--- config.mk ---
export PLATFORM = sky130hd
export DESIGN_NAME = rfc_front
export DESIGN_NICKNAME = d
export VERILOG_FILES = /design/src/sv/rfc_pkg.sv /design/src/sv/rfc_front.sv
export SDC_FILE = /design/constraint.sdc
export NUM_CORES = 1
export LEC_CHECK = 0
export BUFFER_PORTS_ARGS = -buffer_cell sky130_fd_sc_hd__buf_2
export CORE_ASPECT_RATIO = 2
export CORE_MARGIN = 2
export CORE_UTILIZATION = 40
export DETAILED_ROUTE_END_ITERATION = 6
export GPL_ROUTABILITY_DRIVEN = 1
export PLACE_DENSITY = 0.7
export SLEW_MARGIN = 10
export SYNTH_ARGS = -nofsm -noshare
export SYNTH_HDL_FRONTEND = slang
export SYNTH_SLANG_ARGS = --single-unit
export TNS_END_PERCENT = 20
--- constraint.sdc ---
create_clock -name clk -period 14 [get_ports clk]
set_input_delay 2.8 -clock clk [delete_from_list [all_inputs] [get_ports clk]]
set_output_delay 2.8 -clock clk [all_outputs]
set_load 0.01 [all_outputs]
--- src/sv/rfc_pkg.sv ---
package rfc_pkg;

	// Largest transfer counted; bytes past it are dropped and the size saturates here.
	localparam int MAX_TRANSFER_BYTES = 1024;

	localparam int HEADER_BYTES    = 8;
	localparam int MIN_FRAME_BYTES = 9;

	localparam int BYTE_W = 8;
	localparam int HALF_W = 16;
	// Byte counter holds 0..MAX_TRANSFER_BYTES.
	localparam int POS_W  = $clog2(MAX_TRANSFER_BYTES + 1);
	// Sums of a 16-bit length and a small constant, also wide enough for the counter.
	localparam int SUM_W  = 17;

	localparam int CFG_IDX_W  = 1;
	localparam int CFG_DATA_W = 8;

	localparam int VERDICT_W = 3;
	localparam int OUT_DATA_W = 72;

	typedef enum logic [CFG_IDX_W-1:0] {
		CFG_START_MARKER = 1'b0,
		CFG_END_MARKER   = 1'b1
	} cfg_index_t;

	typedef enum logic {
		KIND_PAYLOAD = 1'b0,
		KIND_VERDICT = 1'b1
	} item_kind_t;

	typedef enum logic [VERDICT_W-1:0] {
		VERDICT_ACCEPTED    = 3'd0,
		VERDICT_TOO_SHORT   = 3'd1,
		VERDICT_BAD_START   = 3'd2,
		VERDICT_LEN_EXCEEDS = 3'd3,
		VERDICT_BAD_END     = 3'd4
	} verdict_t;

	// Marker values in force.
	typedef struct packed {
		logic [BYTE_W-1:0] start_marker;
		logic [BYTE_W-1:0] end_marker;
	} markers_t;

	// One classified word between front and back.
	typedef struct packed {
		item_kind_t        kind;
		logic [BYTE_W-1:0] data;
		logic [BYTE_W-1:0] token;
		logic [HALF_W-1:0] command;
		logic [HALF_W-1:0] length;
		logic [BYTE_W-1:0] ret;
		logic [BYTE_W-1:0] flags;
		logic              too_short;
		logic              start_ok;
		logic              len_exceeds;
		logic              end_ok;
	} entry_t;

endpackage

--- src/sv/rfc_front.sv ---
module rfc_front import rfc_pkg::*; (
	input  logic              clk,
	input  logic              arst_n,
	input  markers_t          markers,
	input  logic              in_valid,
	input  logic [BYTE_W-1:0] in_byte,
	input  logic              in_last,
	input  logic              q_full,
	output logic              in_ready,
	output logic              push,
	output entry_t            push_entry
);

	logic [POS_W-1:0]  pos_q;
	logic [BYTE_W-1:0] token_q;
	logic [HALF_W-1:0] command_q;
	logic [HALF_W-1:0] length_q;
	logic [BYTE_W-1:0] return_q;
	logic [BYTE_W-1:0] flags_q;
	logic              start_ok_q;
	logic              end_ok_q;

	logic [POS_W-1:0]  pos_n;
	logic [BYTE_W-1:0] token_n;
	logic [HALF_W-1:0] command_n;
	logic [HALF_W-1:0] length_n;
	logic [BYTE_W-1:0] return_n;
	logic [BYTE_W-1:0] flags_n;
	logic              start_ok_n;
	logic              end_ok_n;

	logic              accept;
	logic              active;
	logic              is_payload;
	logic [SUM_W-1:0]  pos_ext;
	logic [SUM_W-1:0]  end_pos;
	logic [SUM_W-1:0]  need_bytes;

	assign in_ready = !q_full;
	assign accept   = in_valid && in_ready;
	assign active   = pos_q < POS_W'(MAX_TRANSFER_BYTES);
	assign pos_ext  = SUM_W'(pos_q);
	assign end_pos  = SUM_W'(length_q) + SUM_W'(HEADER_BYTES);

	always_comb begin
		pos_n      = pos_q;
		token_n    = token_q;
		command_n  = command_q;
		length_n   = length_q;
		return_n   = return_q;
		flags_n    = flags_q;
		start_ok_n = start_ok_q;
		end_ok_n   = end_ok_q;
		is_payload = 1'b0;
		if (active) begin
			pos_n = pos_q + POS_W'(1);
			if (pos_q < POS_W'(HEADER_BYTES)) begin
				case (pos_q[2:0])
					3'd0: start_ok_n = (in_byte == markers.start_marker);
					3'd1: token_n = in_byte;
					3'd2: command_n = {command_q[HALF_W-1:BYTE_W], in_byte};
					3'd3: command_n = {in_byte, command_q[BYTE_W-1:0]};
					3'd4: length_n = {length_q[HALF_W-1:BYTE_W], in_byte};
					3'd5: length_n = {in_byte, length_q[BYTE_W-1:0]};
					3'd6: return_n = in_byte;
					3'd7: flags_n = in_byte;
					default: ;
				endcase
			end else if (pos_ext < end_pos) begin
				is_payload = 1'b1;
			end else if (pos_ext == end_pos) begin
				end_ok_n = (in_byte == markers.end_marker);
			end
		end
	end

	assign need_bytes = SUM_W'(length_n) + SUM_W'(MIN_FRAME_BYTES);

	always_comb begin
		push_entry.kind        = in_last ? KIND_VERDICT : KIND_PAYLOAD;
		push_entry.data        = in_byte;
		push_entry.token       = token_n;
		push_entry.command     = command_n;
		push_entry.length      = length_n;
		push_entry.ret         = return_n;
		push_entry.flags       = flags_n;
		push_entry.too_short   = pos_n < POS_W'(MIN_FRAME_BYTES);
		push_entry.start_ok    = start_ok_n;
		push_entry.len_exceeds = need_bytes > SUM_W'(pos_n);
		push_entry.end_ok      = end_ok_n;
	end

	assign push = accept && (in_last || is_payload);

	always_ff @(posedge clk or negedge arst_n) begin
		if (!arst_n) begin
			pos_q      <= '0;
			token_q    <= '0;
			command_q  <= '0;
			length_q   <= '0;
			return_q   <= '0;
			flags_q    <= '0;
			start_ok_q <= 1'b0;
			end_ok_q   <= 1'b0;
		end else if (accept) begin
			if (in_last) begin
				pos_q      <= '0;
				token_q    <= '0;
				command_q  <= '0;
				length_q   <= '0;
				return_q   <= '0;
				flags_q    <= '0;
				start_ok_q <= 1'b0;
				end_ok_q   <= 1'b0;
			end else begin
				pos_q      <= pos_n;
				token_q    <= token_n;
				command_q  <= command_n;
				length_q   <= length_n;
				return_q   <= return_n;
				flags_q    <= flags_n;
				start_ok_q <= start_ok_n;
				end_ok_q   <= end_ok_n;
			end
		end
	end

endmodule

# ---- Word-level counts from Yosys, hierarchy flattened
# Index checks and enable logic that the tools add are counted.
dict set report totals {
  mem_bits_rw 0
  wordCells 66
  register_bits 69
  rom_bits 0
  latchBits 0
  mem_count 0
}
dict set report classes {
  n_mux 35
  shift 0
  n_reduce_logical 5
  div_mod_pow 0
  multipliers 0
  order_cmp 5
  n_addsub 3
  bitwise 0
  n_eq_ne 10
}
# operator n
set ops {}
lappend ops {{16-bit 2-to-1 mux} 6}
lappend ops {{8-bit 2-to-1 mux} 12}
lappend ops {{16-bit case mux with 2 select lines} 2}
lappend ops {{16-bit by 4-bit adder with 17-bit output, second input constant} 2}
lappend ops {{11-bit by 4-bit < comparator with 1-bit output, second input constant} 2}
lappend ops {{11-bit 2-to-1 mux} 2}
lappend ops {{11-bit by 17-bit equality test with 1-bit output} 1}
lappend ops {{17-bit by 11-bit greater-than comparator with 1-bit output} 1}
lappend ops {{11-bit by 17-bit < comparator with 1-bit output} 1}
lappend ops {{8-bit equality test} 2}
lappend ops {{1-bit 2-to-1 mux} 13}
lappend ops {{3-bit equality test, second input constant} 4}
lappend ops {{11-bit by 1-bit adder with 11-bit output, second input constant} 1}
lappend ops {{11-bit < comparator, second input constant} 1}
lappend ops {{3-bit by 2-bit equality test with 1-bit output, second input constant} 2}
lappend ops {{3-bit by 1-bit equality test with 1-bit output, second input constant} 1}
lappend ops {{3-bit logical NOT} 1}
lappend ops {{1-bit logical AND} 2}
lappend ops {{1-bit logical NOT} 1}
lappend ops {{1-bit logical OR} 1}

# ---- Logic depth before layout (Yosys ltp)
dict set report depth {
  word_depth 7
  mapped_depth 19
  depth_no_buf 18
}

# ---- Worst setup path before layout
# OpenSTA, ideal clock, no wires.
dict set report synth_path {
  path_type {input to output}
  start {input in_byte[0]}
  end {output push_entry[1] in the netlist's numbering}
  n_path_buf 1
  cell_stages 15
  setup_slack_ns 5.876
  arrival_time_ns 5.324
  cell_sequence {clkbuf_1 -> a22o_2 -> ha_1 -> a21oi_4 -> nor3_1 -> nand2_1 -> xnor2_1 -> ha_1 -> nand4_1 -> nor3_1 -> nor2_1 -> o211ai_1 -> nand3_1 -> a22o_1 -> o211ai_2}
}
# item line_no
set synth_lines {}
lappend synth_lines {{start: declaration} rfc_front.sv:6} ;# input logic [BYTE_W-1:0] in_byte,
lappend synth_lines {{end: declaration} rfc_front.sv:11} ;# output entry_t push_entry

==> out/results.tsv <==
stage	metric	value	unit
outcome	result of the run	completed	
pwr	Switch Pwr	185.3	µW
pwr	Seq pwr share	35.0	%
critical_path	Crit. End Element	primary output	
placement	pre-CTS setup slack	5.459	ns
critical_path	startpoint type of the worst setup path	input pin	
critical_path	flop-to-flop setup slack	11.13	ns
critical_path	Setup CP Type	input pin to primary output	
critical_path	WP data arrival	5.77	ns
synth	Synth Instances	486	
clock_tree	CTS Hold Bufs	0	
clock_tree	htree depth	3	
sta	final setup violation count	0	
min_path	hold path endpoint	flags_q[4]	
clock_tree	worst-skew pair later-pin latency	0.34	ns
finish	Multi-input gate area	2823	µm²
clock_tree	Post-CTS Setup Inserts	0	
global_routing	GRT Total Usage	23.68	%
placement	PortBufs	99	
sta	Least-Margin Pin Slew	1.069	ns
clock_tree	TritonCTS Buffers	9	
pwr	Net Sw Frac	29.66	%
critical_path	max incr delay on CP	0.36	ns
global_routing	vias in the first global route	4358	
pwr	Power Internal	439.4	µW
synth	count of cell types in the netlist	46	
critical_path	CP cell instances	buf_2, a22o_2, ha_1, a21oi_4, nor3_1, nand2_1, xnor2_1, ha_1, nand4_1, nor3_1, nor2_1, o211ai_1, nand3_1, a22o_1, o211ai_2, buf_2	
critical_path	Req. time, crit path	11.20	ns
clock_tree	Root Driver	clkbuf_16	
pwr	power per cell area	110.6	nW/µm²
routing	WL per Instance	20.93	µm
floorplan	die area	13040	µm²
finish	Layout Cell Area excl Fill	5650	µm²
synth	post-synthesis sequential area ratio	35.71	%
sta	Tcrit/Tclk final	61.18	%
synth	syn_area_per_cell	9.950	µm²
floorplan	Die Y-Extent	159.5	µm
placement	area of placed instances	5301	µm²
finish	Register Area	1727	µm²
floorplan	Ports	100	
synth	Yosys top cell area share	35.71	%
routing	Post-route DRC	0	
placement	DPL Wire Length	10.80	mm
synth	top cells by area, synth	dfrtp_1 36%, a22o_1 14%, ha_1 7.8%, mux2_2 5.6%, xnor2_1 5.3%	
critical_path	Crit path max-delay family	simple AND/OR/NAND/NOR gates	
clock_tree	CTS tree	built	
routing	1st-iter DRT viols	285	
synth	FF+latch count, synth	69	
min_path	min-delay src	flags_q[4]	
synth	Syn Nets	545	
pwr	Clock power frac	42.8	%
pwr	Logic pwr share	22.2	%
sta	max_slew headroom	27.71	%
global_routing	first-pass GRT wire length	23.49	mm
synth	Synth top cells by count	77 x a22o_1, 69 x dfrtp_1, 37 x nand2_1, 30 x ha_1, 29 x xnor2_1	
sta	Clock Skews	0.009793	ns
sta	min cycle time layout	8.565	ns
synth	Synth area leader	dfrtp_1	
synth	asr flop ratio synth	100.0	%
synth	top-count cell post-synth	a22o_1	
synth	dominant synthesized flop cell	dfrtp_1	
min_path	WHS Path Cells	1	
finish	filler cell count	1128	
clock_tree	post_cts resized	0	
finish	number of diodes	0	
synth	number of synthesized flops with an enable pin	0	
critical_path	Worst R2R Start	pos_q[10]	
clock_tree	CTS sink cnt	69	
pwr	Leakage	0.002738	µW
synth	Ys Warns	0	
clock_tree	Clock Pin Slew Worst Setup and Hold Paths	0.06	ns
floorplan	Chip Width	81.75	µm
critical_path	depth of the worst register-to-register path	5	
pwr	total power draw	624.7	µW
sta	Slew Viols, Final	0	
critical_path	slowest CP cell	nor3_1	
pwr	maximum vdd drop	0.1127	mV
routing	Pre-antenna DRT Iters	5	
global_routing	initial antenna violation count	0	
synth	Cell Area, Synth	4836	µm²
critical_path	Crit Reg-Reg Endpoint	command_q[4]	
finish	nets	615	
finish	ratio of cells with drive above 1 in the final layout	29.59	%
routing	Via-to-Cell Ratio	5.983	
finish	fin util	48.00	%
floorplan	Starting Density	41.08	%
floorplan	Core Region	11770	µm²
placement	RePlAce Congestion	0.9019	
global_routing	largest net degree at the start of global routing	72	
critical_path	WP buf/inv	2	
routing	DR vias	4224	
sta	TNS Setup	0	ns
routing	final antenna-violating net count	0	
sta	Final Hold Viols	0	
finish	Area Growth Syn to Fin	16.84	%
sta	maximum achievable frequency	116.8	MHz
critical_path	Worst Path Max Fanout	10	
min_path	min-delay worst type	flip-flop to flip-flop	
floorplan	# rows	56	
routing	drt total wl	14.78	mm
clock_tree	Max clock buf depth	2	
sta	unrepaired setup endpoints after global routing	false	
global_routing	grt total ovfl	0	
run	number of max-cap violations	0	
sta	setup ws final	5.435	ns
## sequential cells by signal, indices dropped and copies added, names as in the netlist
register    count
command_q      16
length_q       16
pos_q          11
flags_q         8
return_q        8
token_q         8
end_ok_q        1
start_ok_q      1
## area by class of cell
| cell class | instances | share of cell area (%) |
|---|---|---|
| Multi-Input combinational cell | 360 | 49.96 |
| Sequential cell | 69 | 30.56 |
| Timing Repair Buffer | 102 | 9.167 |
| Clock buffer | 9 | 3.986 |
| Tap cell | 145 | 3.211 |
| Clock inverter | 7 | 2.192 |
| Inverter | 14 | 0.9300 |
## worst reg2reg max path, cell delays in order, from the launching register on
cell,delay [ns]
dfrtp_1,0.54
or4_4,0.67
nor4_2,0.65
nand2b_1,0.38
a22o_1,0.31
a22o_1,0.20
## cell families after synthesis
kind of cell	count (synthesis)	synth area share [%]
simple gates	124	13.30
buf+inv	57	6.132
compound gates	141	24.01
flops	69	35.71
mux	27	6.210
xor+xnor	38	6.882
fa+ha+maj	30	7.762
## power groups by stage
stage	clock network [µW]	registers, µW	logic (µW)
after global placement	0	221	135
after detailed placement	0	222	137
after CTS	270	218	139
after global routing	278	220	151
after floorplan	0	218	93.2
final	268	219	138
## worst max path at each step
stage | from | cells after the start | to
2_1_floorplan | in_byte[0] | 15 | push_entry[1]
3_3_place_gp | in_byte[0] | 16 | push_entry[1]
3_5_place_dp | in_byte[0] | 16 | push_entry[1]
4_1_cts | in_byte[0] | 16 | push_entry[1]
5_1_grt | in_byte[0] | 16 | push_entry[1]
6_report | in_byte[0] | 16 | push_entry[1]
## metrics by stage
step | cells | hold slack [ns]
after CTS | 706 | 0.5026
final | 706 | 0.5039
after floorplan | 486 | 0.4674
after detailed placement | 690 | 0.4865
after global routing | 706 | 0.5189
after global placement | 690 | 0.4816
## per-layer routing
layer / routed length, µm / GRT usage, % / vias up / share of wire [%]
met5: 0 / 0 / - / 0
met4: 947 / 16.59 / 0 / 6.4
met3: 652 / 3.571 / 50 / 4.4
met2: 7887 / 40.10 / 161 / 53
met1: 5290 / 25.91 / 2065 / 36
li1: - / - / 1948 / -
## cells in the final DEF (no fill, tap or decap), types with 5 or more instances in the layout
cell type	count
a21o_1	5
a21oi_1	9
a22o_1	77
a22o_2	6
buf_2	99
clkbuf_16	9
dfrtp_1	69
ha_1	30
inv_1	12
mux2_2	24
nand2_1	36
nand3_1	19
nand4_1	13
nor2_1	19
nor3_1	8
nor4_1	6
o21ai_0	25
xnor2_1	29
xor2_1	9
(Power assumes the default switching activity.)
